## src/assert_macros.svh

```systemverilog
// assertion macros used by the checks in the result queue module
`ifndef ASSERT_MACROS_SVH
`define ASSERT_MACROS_SVH

// condition that holds at every clock edge out of reset
`define RQI_ASSERT(lbl, cond) \
    lbl: assert property (@(posedge clk) disable iff (!rst_n) (cond)) \
        else $error("rqi check failed");

// implication checked in the same cycle
`define RQI_ASSERT_IMP(lbl, ante, cons) \
    lbl: assert property (@(posedge clk) disable iff (!rst_n) (ante) |-> (cons)) \
        else $error("rqi check failed");

`endif

```

## src/rqi_pkg.sv

```systemverilog
// shared types, constants and codes of the ray/quadric intersection block
`timescale 1ns / 1ps

package rqi_pkg;

    localparam int FRAC_BITS   = 16;
    localparam int SAT_SH      = 32 - FRAC_BITS;
    localparam int ABC_W       = 67;
    localparam int RED_W       = 64;
    localparam int NUM_W       = 66;
    localparam int RAD_W       = 126;
    localparam int ROOT_W      = 63;
    localparam int REM_W       = 65;
    localparam int SQRT_STEPS  = 63;
    localparam int DIV_STEPS   = 32;
    localparam int DIST_W      = 32;
    localparam int Q_DEPTH     = 4;
    localparam int Q_PTR_W     = 2;
    localparam int Q_CNT_W     = 3;

    localparam logic signed [ABC_W-1:0] UNIT = ABC_W'(1) <<< (2 * FRAC_BITS);

    // shape mode codes
    localparam logic [2:0] MODE_PLANE     = 3'd0;
    localparam logic [2:0] MODE_CYL       = 3'd1;
    localparam logic [2:0] MODE_SPHERE    = 3'd2;
    localparam logic [2:0] MODE_HYP_NEG   = 3'd3;
    localparam logic [2:0] MODE_HYP_ZERO  = 3'd4;
    localparam logic [2:0] MODE_HYP_POS   = 3'd5;
    localparam logic [2:0] MODE_PARAB     = 3'd6;
    localparam logic [2:0] MODE_HYP_PARAB = 3'd7;

    // configuration register indexes
    localparam logic [1:0] CFG_SHAPE_MODE = 2'd0;
    localparam logic [1:0] CFG_ORIGIN_X   = 2'd1;
    localparam logic [1:0] CFG_ORIGIN_Y   = 2'd2;
    localparam logic [1:0] CFG_ORIGIN_Z   = 2'd3;

    typedef enum logic [1:0] {
        KIND_NONE,
        KIND_SINGLE,
        KIND_QUAD
    } kind_t;

    typedef struct packed {
        logic [2:0]  shape_mode;
        logic [31:0] origin_x;
        logic [31:0] origin_y;
        logic [31:0] origin_z;
    } cfg_t;

    // classified ray: single quotient num/den, or quadratic with num=b, den=a
    typedef struct packed {
        kind_t                   kind;
        logic signed [NUM_W-1:0] num;
        logic signed [NUM_W-1:0] den;
    } side_t;

    typedef struct packed {
        logic [1:0]             hit;
        logic [1:0][DIST_W-1:0] distance;
    } result_t;

endpackage

```

## src/rqi_back.sv

```systemverilog
// back: result queue and result item emitter
`timescale 1ns / 1ps
`include "assert_macros.svh"

module rqi_back
    import rqi_pkg::*;
(
    input  logic              clk,
    input  logic              rst_n,
    input  logic              push,
    input  result_t           push_data,
    output logic              full,
    output logic              m_valid,
    input  logic              m_ready,
    output logic              m_hit,
    output logic [DIST_W-1:0] m_dist,
    output logic              m_last
);

    result_t             fifo_reg [Q_DEPTH];
    logic [Q_PTR_W-1:0]  wr_ptr_reg, rd_ptr_reg;
    logic [Q_CNT_W-1:0]  count_reg, count_next;
    logic                phase_reg, phase_next;
    logic                m_valid_reg, m_valid_next;
    logic                m_hit_reg, m_hit_next;
    logic [DIST_W-1:0]   m_dist_reg, m_dist_next;
    logic                m_last_reg, m_last_next;
    result_t             head;
    logic                load, have, pop;

    assign head = fifo_reg[rd_ptr_reg];
    assign load = !m_valid_reg || m_ready;
    assign have = count_reg != '0;
    assign full = count_reg == Q_CNT_W'(Q_DEPTH);

    always_comb
    begin
        m_valid_next = m_valid_reg && !m_ready;
        m_hit_next   = m_hit_reg;
        m_dist_next  = m_dist_reg;
        m_last_next  = m_last_reg;
        phase_next   = phase_reg;
        pop          = 1'b0;
        if (load && have)
        begin
            m_valid_next = 1'b1;
            if (phase_reg)
            begin
                m_hit_next  = 1'b1;
                m_dist_next = head.distance[1];
                m_last_next = 1'b1;
                phase_next  = 1'b0;
                pop         = 1'b1;
            end
            else if (head.hit[0])
            begin
                m_hit_next  = 1'b1;
                m_dist_next = head.distance[0];
                m_last_next = !head.hit[1];
                phase_next  = head.hit[1];
                pop         = !head.hit[1];
            end
            else if (head.hit[1])
            begin
                m_hit_next  = 1'b1;
                m_dist_next = head.distance[1];
                m_last_next = 1'b1;
                pop         = 1'b1;
            end
            else
            begin
                // miss: one empty item
                m_hit_next  = 1'b0;
                m_dist_next = '0;
                m_last_next = 1'b1;
                pop         = 1'b1;
            end
        end
        count_next = count_reg + Q_CNT_W'(push) - Q_CNT_W'(pop);
    end

    always_ff @(posedge clk or negedge rst_n)
    begin
        if (!rst_n)
        begin
            wr_ptr_reg  <= '0;
            rd_ptr_reg  <= '0;
            count_reg   <= '0;
            phase_reg   <= 1'b0;
            m_valid_reg <= 1'b0;
        end
        else
        begin
            if (push)
            begin
                wr_ptr_reg <= wr_ptr_reg + 1'b1;
            end
            if (pop)
            begin
                rd_ptr_reg <= rd_ptr_reg + 1'b1;
            end
            count_reg   <= count_next;
            phase_reg   <= phase_next;
            m_valid_reg <= m_valid_next;
        end
    end

    always_ff @(posedge clk)
    begin
        if (push)
        begin
            fifo_reg[wr_ptr_reg] <= push_data;
        end
        m_hit_reg  <= m_hit_next;
        m_dist_reg <= m_dist_next;
        m_last_reg <= m_last_next;
    end

    assign m_valid = m_valid_reg;
    assign m_hit   = m_hit_reg;
    assign m_dist  = m_dist_reg;
    assign m_last  = m_last_reg;

    `RQI_ASSERT(a_count_range, count_reg <= Q_CNT_W'(Q_DEPTH))
    `RQI_ASSERT_IMP(a_pop_nonempty, pop, count_reg != '0)
    `RQI_ASSERT_IMP(a_second_root_held, phase_reg, (count_reg != '0) && head.hit[1])

endmodule

```

## config.mk

```make
export PLATFORM = sky130hd
export DESIGN_NAME = rqi_back
export DESIGN_NICKNAME = d
export VERILOG_FILES = /design/src/rqi_pkg.sv /design/src/rqi_back.sv
export VERILOG_INCLUDE_DIRS = /design/src /design/src/src
export SDC_FILE = /design/constraint.sdc
export NUM_CORES = 1
export LEC_CHECK = 0
export ABC_AREA = 1
export BUFFER_PORTS_ARGS = -buffer_cell sky130_fd_sc_hd__buf_2
export CAP_MARGIN = 40
export CORE_MARGIN = 10
export CORE_UTILIZATION = 30
export DETAILED_ROUTE_END_ITERATION = 12
export GPL_TIMING_DRIVEN = 0
export PLACE_DENSITY_LB_ADDON = 0.05
export SETUP_SLACK_MARGIN = 0.3
export SLEW_MARGIN = 20
export SYNTH_ARGS = -nofsm -noshare
export SYNTH_HDL_FRONTEND = slang
export SYNTH_SLANG_ARGS = --single-unit
```

## constraint.sdc

```tcl
create_clock -name clk -period 5.8 [get_ports clk]
set_input_delay 0.29 -clock clk [delete_from_list [all_inputs] [get_ports clk]]
set_output_delay 0.29 -clock clk [all_outputs]
set_load 0.02 [all_outputs]
```

# Word-level counts from Yosys, hierarchy flattened
# Memories as Yosys holds them, arrays and structs flattened.
# Cells that the tools add are included.
[totals]
regBits = 43
ramBits = 264
in_bits = 70
output_inout_bits = 36
word_cells = 34
mem_count = 1
[op_classes]
n_addsub = 4
n_eq_ne = 1
mux = 12
reduce_logical = 8
[mem_list]
columns = ["name", "depth", "word_bits", "read_ports", "rd_ports_with_merged_regs", "write_ports", "line", "rtl"]
rows = [
  ["fifo_reg", 4, 66, 1, 0, 1, "rqi_back.sv:20", "result_t fifo_reg [Q_DEPTH];"],
]
[ops]
columns = ["op", "n"]
rows = [
  ["$mux W32", 3],
  ["$mux W1", 9],
  ["$add A2 B1 Y2 const B", 2],
  ["$add A3 B1 Y3", 1],
  ["$eq A3 B3 Y1 const B", 1],
  ["$logic_not A1 Y1", 3],
  ["$reduce_bool A3 Y1", 1],
  ["$sub A3 B1 Y3", 1],
  ["$logic_and A1 B1 Y1", 2],
  ["$reduce_or A2 Y1", 1],
  ["$logic_or A1 B1 Y1", 1],
]

# Depth between registers and ports, before layout
# Gate-level depths: netlist of run 1.
# An unclocked memory read counts as a cell.
[logic_depth]
ltp_word = 6
depth_mapped = 14
mapped_depth_nobuf = 13

# Worst setup path before layout of run 1
# OpenSTA, ideal clock, no wires.
[synth_path]
path_kind = "reg2reg"
startpoint = "reg m_valid_reg (netlist: m_valid)"
endpoint = "reg count_reg[2]"
setup_time_ps = 129
t_arrival_ps = 2480
t_required_ps = 5671
path_slack_ps = 3191
stages_incl_launch_ff = 11
path_buffers = 0
period_less_slack_ps = 2609
cell_sequence = "dfrtp_1 -> nand2_1 -> nand2_1 -> inv_1 -> nand2_1 -> inv_2 -> ha_1 -> inv_1 -> ha_1 -> fa_1 -> xor2_1"
[synth_between]
elab_chain_len = 5
[synth_rtl]
columns = ["element", "line", "rtl"]
rows = [
  ["start: declaration", "rqi_back.sv:24", "logic m_valid_reg, m_valid_next;"],
  ["start signal: assignment", "rqi_back.sv:104", "m_valid_reg <= m_valid_next;"],
  ["$logic_not A1 Y1", "rqi_back.sv:32", "assign load = !m_valid_reg || m_ready;"],
  ["$logic_or A1 B1 Y1", "rqi_back.sv:32", ""],
  ["$logic_and A1 B1 Y1", "rqi_back.sv:44", "if (load && have)"],
  ["$mux W1", "rqi_back.sv:44", ""],
  ["via pop", "rqi_back.sv:29", "logic load, have, pop;"],
  ["$sub A3 B1 Y3", "rqi_back.sv:79", "count_next = count_reg + Q_CNT_W'(push) - Q_CNT_W'(pop);"],
  ["via count_next[2]", "rqi_back.sv:22", "logic [Q_CNT_W-1:0] count_reg, count_next;"],
  ["end signal: assignment", "rqi_back.sv:102", "count_reg <= count_next;"],
  ["end: declaration", "rqi_back.sv:22", ""],
]
# The timed path passes the listed nets, and every way through them passes these cells.
# A chain may end at the register's enable or synchronous reset.

# Worst setup path in the final report of run 1
[layout_path]
startpoint = "reg rd_ptr_reg[0]"
endpoint = "reg count_reg[2]"
[layout_between]
elab_chain_len = 6
[layout_rtl]
columns = ["element", "line", "rtl"]
rows = [
  ["start: declaration", "rqi_back.sv:21", "logic [Q_PTR_W-1:0] wr_ptr_reg, rd_ptr_reg;"],
  ["start signal: assignment", "rqi_back.sv:100", "rd_ptr_reg <= rd_ptr_reg + 1'b1;"],
  ["$mem_v2 Z4 W66 *", "-", ""],
  ["$logic_not A1 Y1", "rqi_back.sv:61", "pop = !head.hit[1];"],
  ["$mux W1 *", "rqi_back.sv:55", "else if (head.hit[0])"],
  ["$mux W1 *", "-", ""],
  ["$mux W1 *", "rqi_back.sv:44", ""],
  ["via pop", "rqi_back.sv:29", ""],
  ["$sub A3 B1 Y3 *", "rqi_back.sv:79", ""],
  ["via count_next[2]", "rqi_back.sv:22", ""],
]
# Mark *: on every way through the listed nets, which the timed path passes. The rest lies on a longest branch.

==> impl_metrics.toml, run 1 <==
[cts]
cts_num_sinks = 307
clock_path_buffers = 3
cts_tree = "yes"
cts_setup_buffers = 0
post_cts_resized = 0
numCtsBuffers = 36
cts_hold_buf = 32
root_buffer = "clkbuf_16"
clk_pin_slew_worst_paths_ps = 60
clk-insertion-delay-late_ps = 510
h-tree-depth = 2

[die]
rows = 72
start_util_pct = 30.4
die_area_mm2 = 0.0475
core_mm2 = 0.0387
fp.dieW_um = 218
die_h_um = 218
io_pins = 106

[synthesis]
synth_ff_type = "edfxtp_1"
synth-edff-count = 298
ys_warn_count = 0
yosysMostFrequentCell = "edfxtp_1"
synth_top_area_cell = "edfxtp_1"
syn_area_mm2 = 0.0118
synthesis.nets = 927
synth_common_cells = "edfxtp_1 (298), nor2_1 (131), o21ai_0 (129)"
synthArstFlopShare_pct = 2.93
syn_avg_cell_area_um2 = 13.8
synthTopCellsByArea = "edfxtp_1 (76%), o21ai_0 (5.5%), nor2_1 (4.2%)"
ys_ff_latch = 307
synthCells = 850
ys_types = 22
ys_seq_area_share_pct = 78.0
synth.top_cell.area_share_pct = 76.1

[layout]
final_cell_area_mm2 = 0.0145
antennaDiodeCount = 0
layout.nets = 1107
utilization_pct = 37.5
drive_gt1_share_pct = 18.8
largest_reg_flops = 264
syn_to_final_growth_pct = 23.4

[timing]
hold_viol_final = 0
fin_crit_ps = 2630
fin_ws_ps = 3170
fin_skew_ps = 18.0
finalSetupViolCount = 0
final_max_slew_viol_count = 0
post-route-period-util_pct = 45.3
rsz0062_at_grt = "no"
tightestPinTransition_ps = 689
fin_setup_tns_ps = 0
fmax_ghz = 0.380
slew_headroom_pct = 54.0

[drt]
totalWireLength_um = 33100
vias = 7281
routed_via_density = 4.63
first_pass_iters = 4
route.antenna.remaining_nets = 0
drc = 0
drtIter0Drc = 459
avgRoutedWirePerCell_um = 21.1

[worst_setup_path]
cp.arrival_ps = 3000
critical_path.top_delay_family = "adder cells"
cp_slowest_cell = "fa_1"
rr_worst_depth = 14
cp_cell_sequence = "buf_4, inv_2, nand2_1, nand2_1, nand2_1, nand2_2, nand3_2, nand2_1, inv_2, ha_1, inv_1, ha_1, fa_1, xor2_1"
worst-path-max-fanout = 8
start_kind = "flop"
cp.required_ps = 6170
crit_path_end_kind = "flop"
path_depth = 14
max_stage_delay_ps = 400
crit_buf_inv = 4
worst-setup-path-type = "flop to flop"
cp_common_cell = "nand2_1"

[worst_hold_path]
hp-class = "input pin to flop"
min_delay_path_depth = 1

[place]
placed_area_mm2 = 0.0131
gp_congestion = 0.709
hpwl_um = 21000
pre_cts_slack_ps = 3150
portBuffers = 105

[global_routing]
grt_pass1_wl_um = 48900
grt_max_degree = 46
antenna_found_initial = 2
grt_pass1_vias = 7459
grtUsageTotal_pct = 13.8
grt_overflow = 0

[pwr]
peakVddDrop_v = 0.000163
power.density_mw_per_mm2 = 556
p_leak_nw = 5.19

[run]
max_cap_violations = 0

[outcome]
status = "finished, final reports clean"
## stage by stage
stage / hold WS [ps] / instances / total power [W]
floorplan: -5.59 / 850 / 0.00487
global placement: 169 / 1473 / 0.00605
detailed placement: 166 / 1478 / 0.00605
CTS: 0.373 / 1574 / 0.00825
global route: 0.123 / 1574 / 0.00860
finish: 7.04 / 1574 / 0.00807
## path summary, 6_finish.rpt
kind / start / slack [ps] / endpoint
min: push_data[60] / 7 / fifo_reg[0][60]
min in group asynchronous: rst_n / 200 / count_reg[2]
max in group asynchronous: rst_n / 5400 / rd_ptr_reg[0]
min reg2reg: m_valid / 520 / m_valid
max reg2reg: rd_ptr_reg[0] / 3170 / count_reg[2]
max: rd_ptr_reg[0] / 3170 / count_reg[2]
## cells in the final DEF, fill, tap and decap left out, types with 11 or more instances in the layout
cell	instances
edfxtp_1	298
nor2_1	131
o21ai_0	129
buf_2	121
nand2_1	90
o22ai_1	64
nand3_1	37
clkbuf_16	37
clkbuf_1	32
dlygate4sd3_1	32
inv_1	12
clkinv_1	11
## cells by family after synthesis
| group | Yosys count | share of synthesized area, % |
|---|---|---|
| simple gates | 265 | 9.07 |
| flops | 307 | 78.0 |
| compound gates | 193 | 8.90 |
| xor+xnor | 3 | 0.224 |
| buf+inv | 75 | 2.98 |
| fa+ha+maj | 7 | 0.809 |
## layer usage
metal	wire, um	global-route usage, %	part of all wire, %	vias up
met5	22	0	0.066	-
met4	483	2.94	1.5	4
met3	1510	2.55	4.6	39
met2	15700	22.3	47	152
met1	15400	18.9	46	3606
li1	-	-	-	3480
## layout make-up
cell class                      instances  area (um2)
Fill cell                            3778       24200
Sequential cell                       307        9170
Multi-Input combinational cell        468        2230
Timing Repair Buffer                  142         976
Clock buffer                           41         941
Tap cell                              518         648
Buffer                                 53         268
Clock inverter                         23         176
Inverter                               22        97.6
## report_power, final
part | switching [W] | internal [W] | total (W)
clock network | 0.000862 | 0.00129 | 0.00215
registers | 0.000111 | 0.00307 | 0.00318
logic | 0.00197 | 0.000769 | 0.00274
Note: power is estimated with default switching activity, not from simulation.
==> run 2: changes to the inputs <==
==> constraint.sdc (replaced) <==
create_clock -name clk -period 2.2 [get_ports clk]
set_input_delay 0.11 -clock clk [delete_from_list [all_inputs] [get_ports clk]]
set_output_delay 0.11 -clock clk [all_outputs]
set_load 0.02 [all_outputs]
==> impl_metrics.toml, run 2 (synthesis gave the netlist of run 1 again) <==
[outcome]
status = "finished, final reports clean"

[layout]
syn_to_final_growth_pct = 32.9
largest_reg_flops = 264
layout_commonest_cell = "edfxtp_1"
finalNonFillerCells = 1638
layout.nets = 1172
most-common-layout-cells = "edfxtp_1 (298), nor2_1 (131), o21ai_0 (129), buf_2 (117), dlygate4sd3_1 (70)"
drive_gt1_share_pct = 28.6
antennaDiodeCount = 0

[cts]
cts_num_sinks = 307
clk_pin_slew_worst_paths_ps = 50
root_buffer = "clkbuf_16"
numCtsBuffers = 36
clk-insertion-delay-late_ps = 520
clock_path_buffers = 3
cts_tree = "yes"
h-tree-depth = 2

[pwr]
power.density_mw_per_mm2 = 1470
p_leak_nw = 5.64
peakVddDrop_v = 0.000492

[timing]
rsz0062_at_grt = "yes"
final_max_slew_viol_count = 0
fin_crit_ps = 2190
slew_headroom_pct = 55.2
finalSetupViolCount = 0
hold_viol_final = 0
tightestPinTransition_ps = 672
fin_skew_ps = 14.6
post-route-period-util_pct = 99.5
fin_ws_ps = 10.7
fmax_ghz = 0.457

[global_routing]
antenna_found_initial = 0
grt_overflow = 0
grt_pass1_vias = 7920
grtUsageTotal_pct = 14.7
grt_pass1_wl_um = 51800
grt_max_degree = 26

[die]
die_area_mm2 = 0.0475
io_pins = 106
fp.dieW_um = 218
die_h_um = 218
start_util_pct = 30.4
rows = 72
core_mm2 = 0.0387

[drt]
drtIter0Drc = 476
route.antenna.remaining_nets = 0
avgRoutedWirePerCell_um = 21.2
routed_via_density = 4.64
totalWireLength_um = 34700
vias = 7595
drc = 0
first_pass_iters = 4

[worst_setup_path]
worst-path-max-fanout = 5
worst-setup-path-type = "flop to flop"
cp.required_ps = 2600
start_kind = "flop"
cp.arrival_ps = 2590
crit_path_end_kind = "flop"

[worst_hold_path]
hp-class = "input pin to flop"

[place]
placed_cells = 1485
gp_congestion = 0.699
portBuffers = 105
hpwl_um = 22100
pre_cts_slack_ps = -489

[run]
max_cap_violations = 0
[run 2: cell count changes in the layout (fill, tap and decap cells not counted), moves of 6 or more]
cell,delta
nand2_1,-61
dlygate4sd3_1,+38
nand2_2,+36
nand2_4,+25
buf_4,+16
clkbuf_2,+16
clkbuf_1,-15
buf_12,+12
clkinvlp_4,+7
clkbuf_4,+6
ha_1,-6
[run 2: area by class of cell]
type	instances	area, um2
Fill cell	3732	23100
Sequential cell	307	9180
Multi-Input combinational cell	468	2600
Timing Repair Buffer	206	1640
Clock buffer	46	960
Tap cell	518	648
Buffer	53	355
Clock inverter	17	129
Inverter	22	114
Timing Repair inverter	1	7.51
[run 2: per-layer routing]
layer / track usage, % / routed length (um)
met1: 19.5 / 15900
met2: 24.0 / 16900
met3: 2.77 / 1270
met4: 3.84 / 570
met5: 0 / 0
[run 2: final timing paths]
| kind | start | endpoint | slack, ps | cells past startpoint |
|---|---|---|---|---|
| min in group asynchronous | rst_n | count_reg[1] | 610 | 3 |
| hold reg to reg | phase_reg | phase_reg | 530 | 2 |
| max in group asynchronous | rst_n | m_valid | 1250 | 3 |
| hold / removal | m_ready | rd_ptr_reg[1] | 120 | 7 |
| setup reg to reg | rd_ptr_reg[0] | count_reg[2] | 10 | 14 |
| setup / recovery | rd_ptr_reg[0] | count_reg[2] | 10 | 14 |
[run 2: stage by stage]
stage / power (W) / utilization, % / setup TNS (ps) / hold WS [ps] / area, um2
6_report: 0.0229 / 40.3 / 0 / 121 / 15600
5_1_grt: 0.0244 / 40.3 / -98.1 / 155 / 15600
4_1_cts: 0.0224 / 39.4 / 0 / -147 / 15300
3_5_place_dp: 0.0163 / 34.3 / -1040 / -8.86 / 13300
3_3_place_gp: 0.0161 / 33.6 / -257240 / -11.6 / 13000
2_1_floorplan: 0.0129 / - / -356 / -186 / 11800
[run 2: report_power, final]
| group | total [W] | internal [W] | switching [W] |
|---|---|---|---|
| combinational | 0.00892 | 0.00297 | 0.00594 |
| clock | 0.00558 | 0.00330 | 0.00228 |
| sequential | 0.00840 | 0.00809 | 0.000311 |
[run 2: worst max-delay path: stages (launching register included)]
cell and delay [ps]:
dfrtp_1 400, buf_6 170, buf_12 130, nand2_2 50, nand2_2 60, nand2_2 50
nand2_4 80, nand3_4 80, nand2_2 80, inv_2 50, ha_4 250, inv_2 30
ha_4 140, fa_2 350, xor2_1 140
[run 2: repair_timing]
item                                   CTS  global route
endpoints found under the hold margin  275             1
pin swaps                                5             9
resized for setup                       38            98
gates cloned                             1             0
buffers inserted                        16             3
setup endpoints to repair              117            45
hold buffers                            69             1
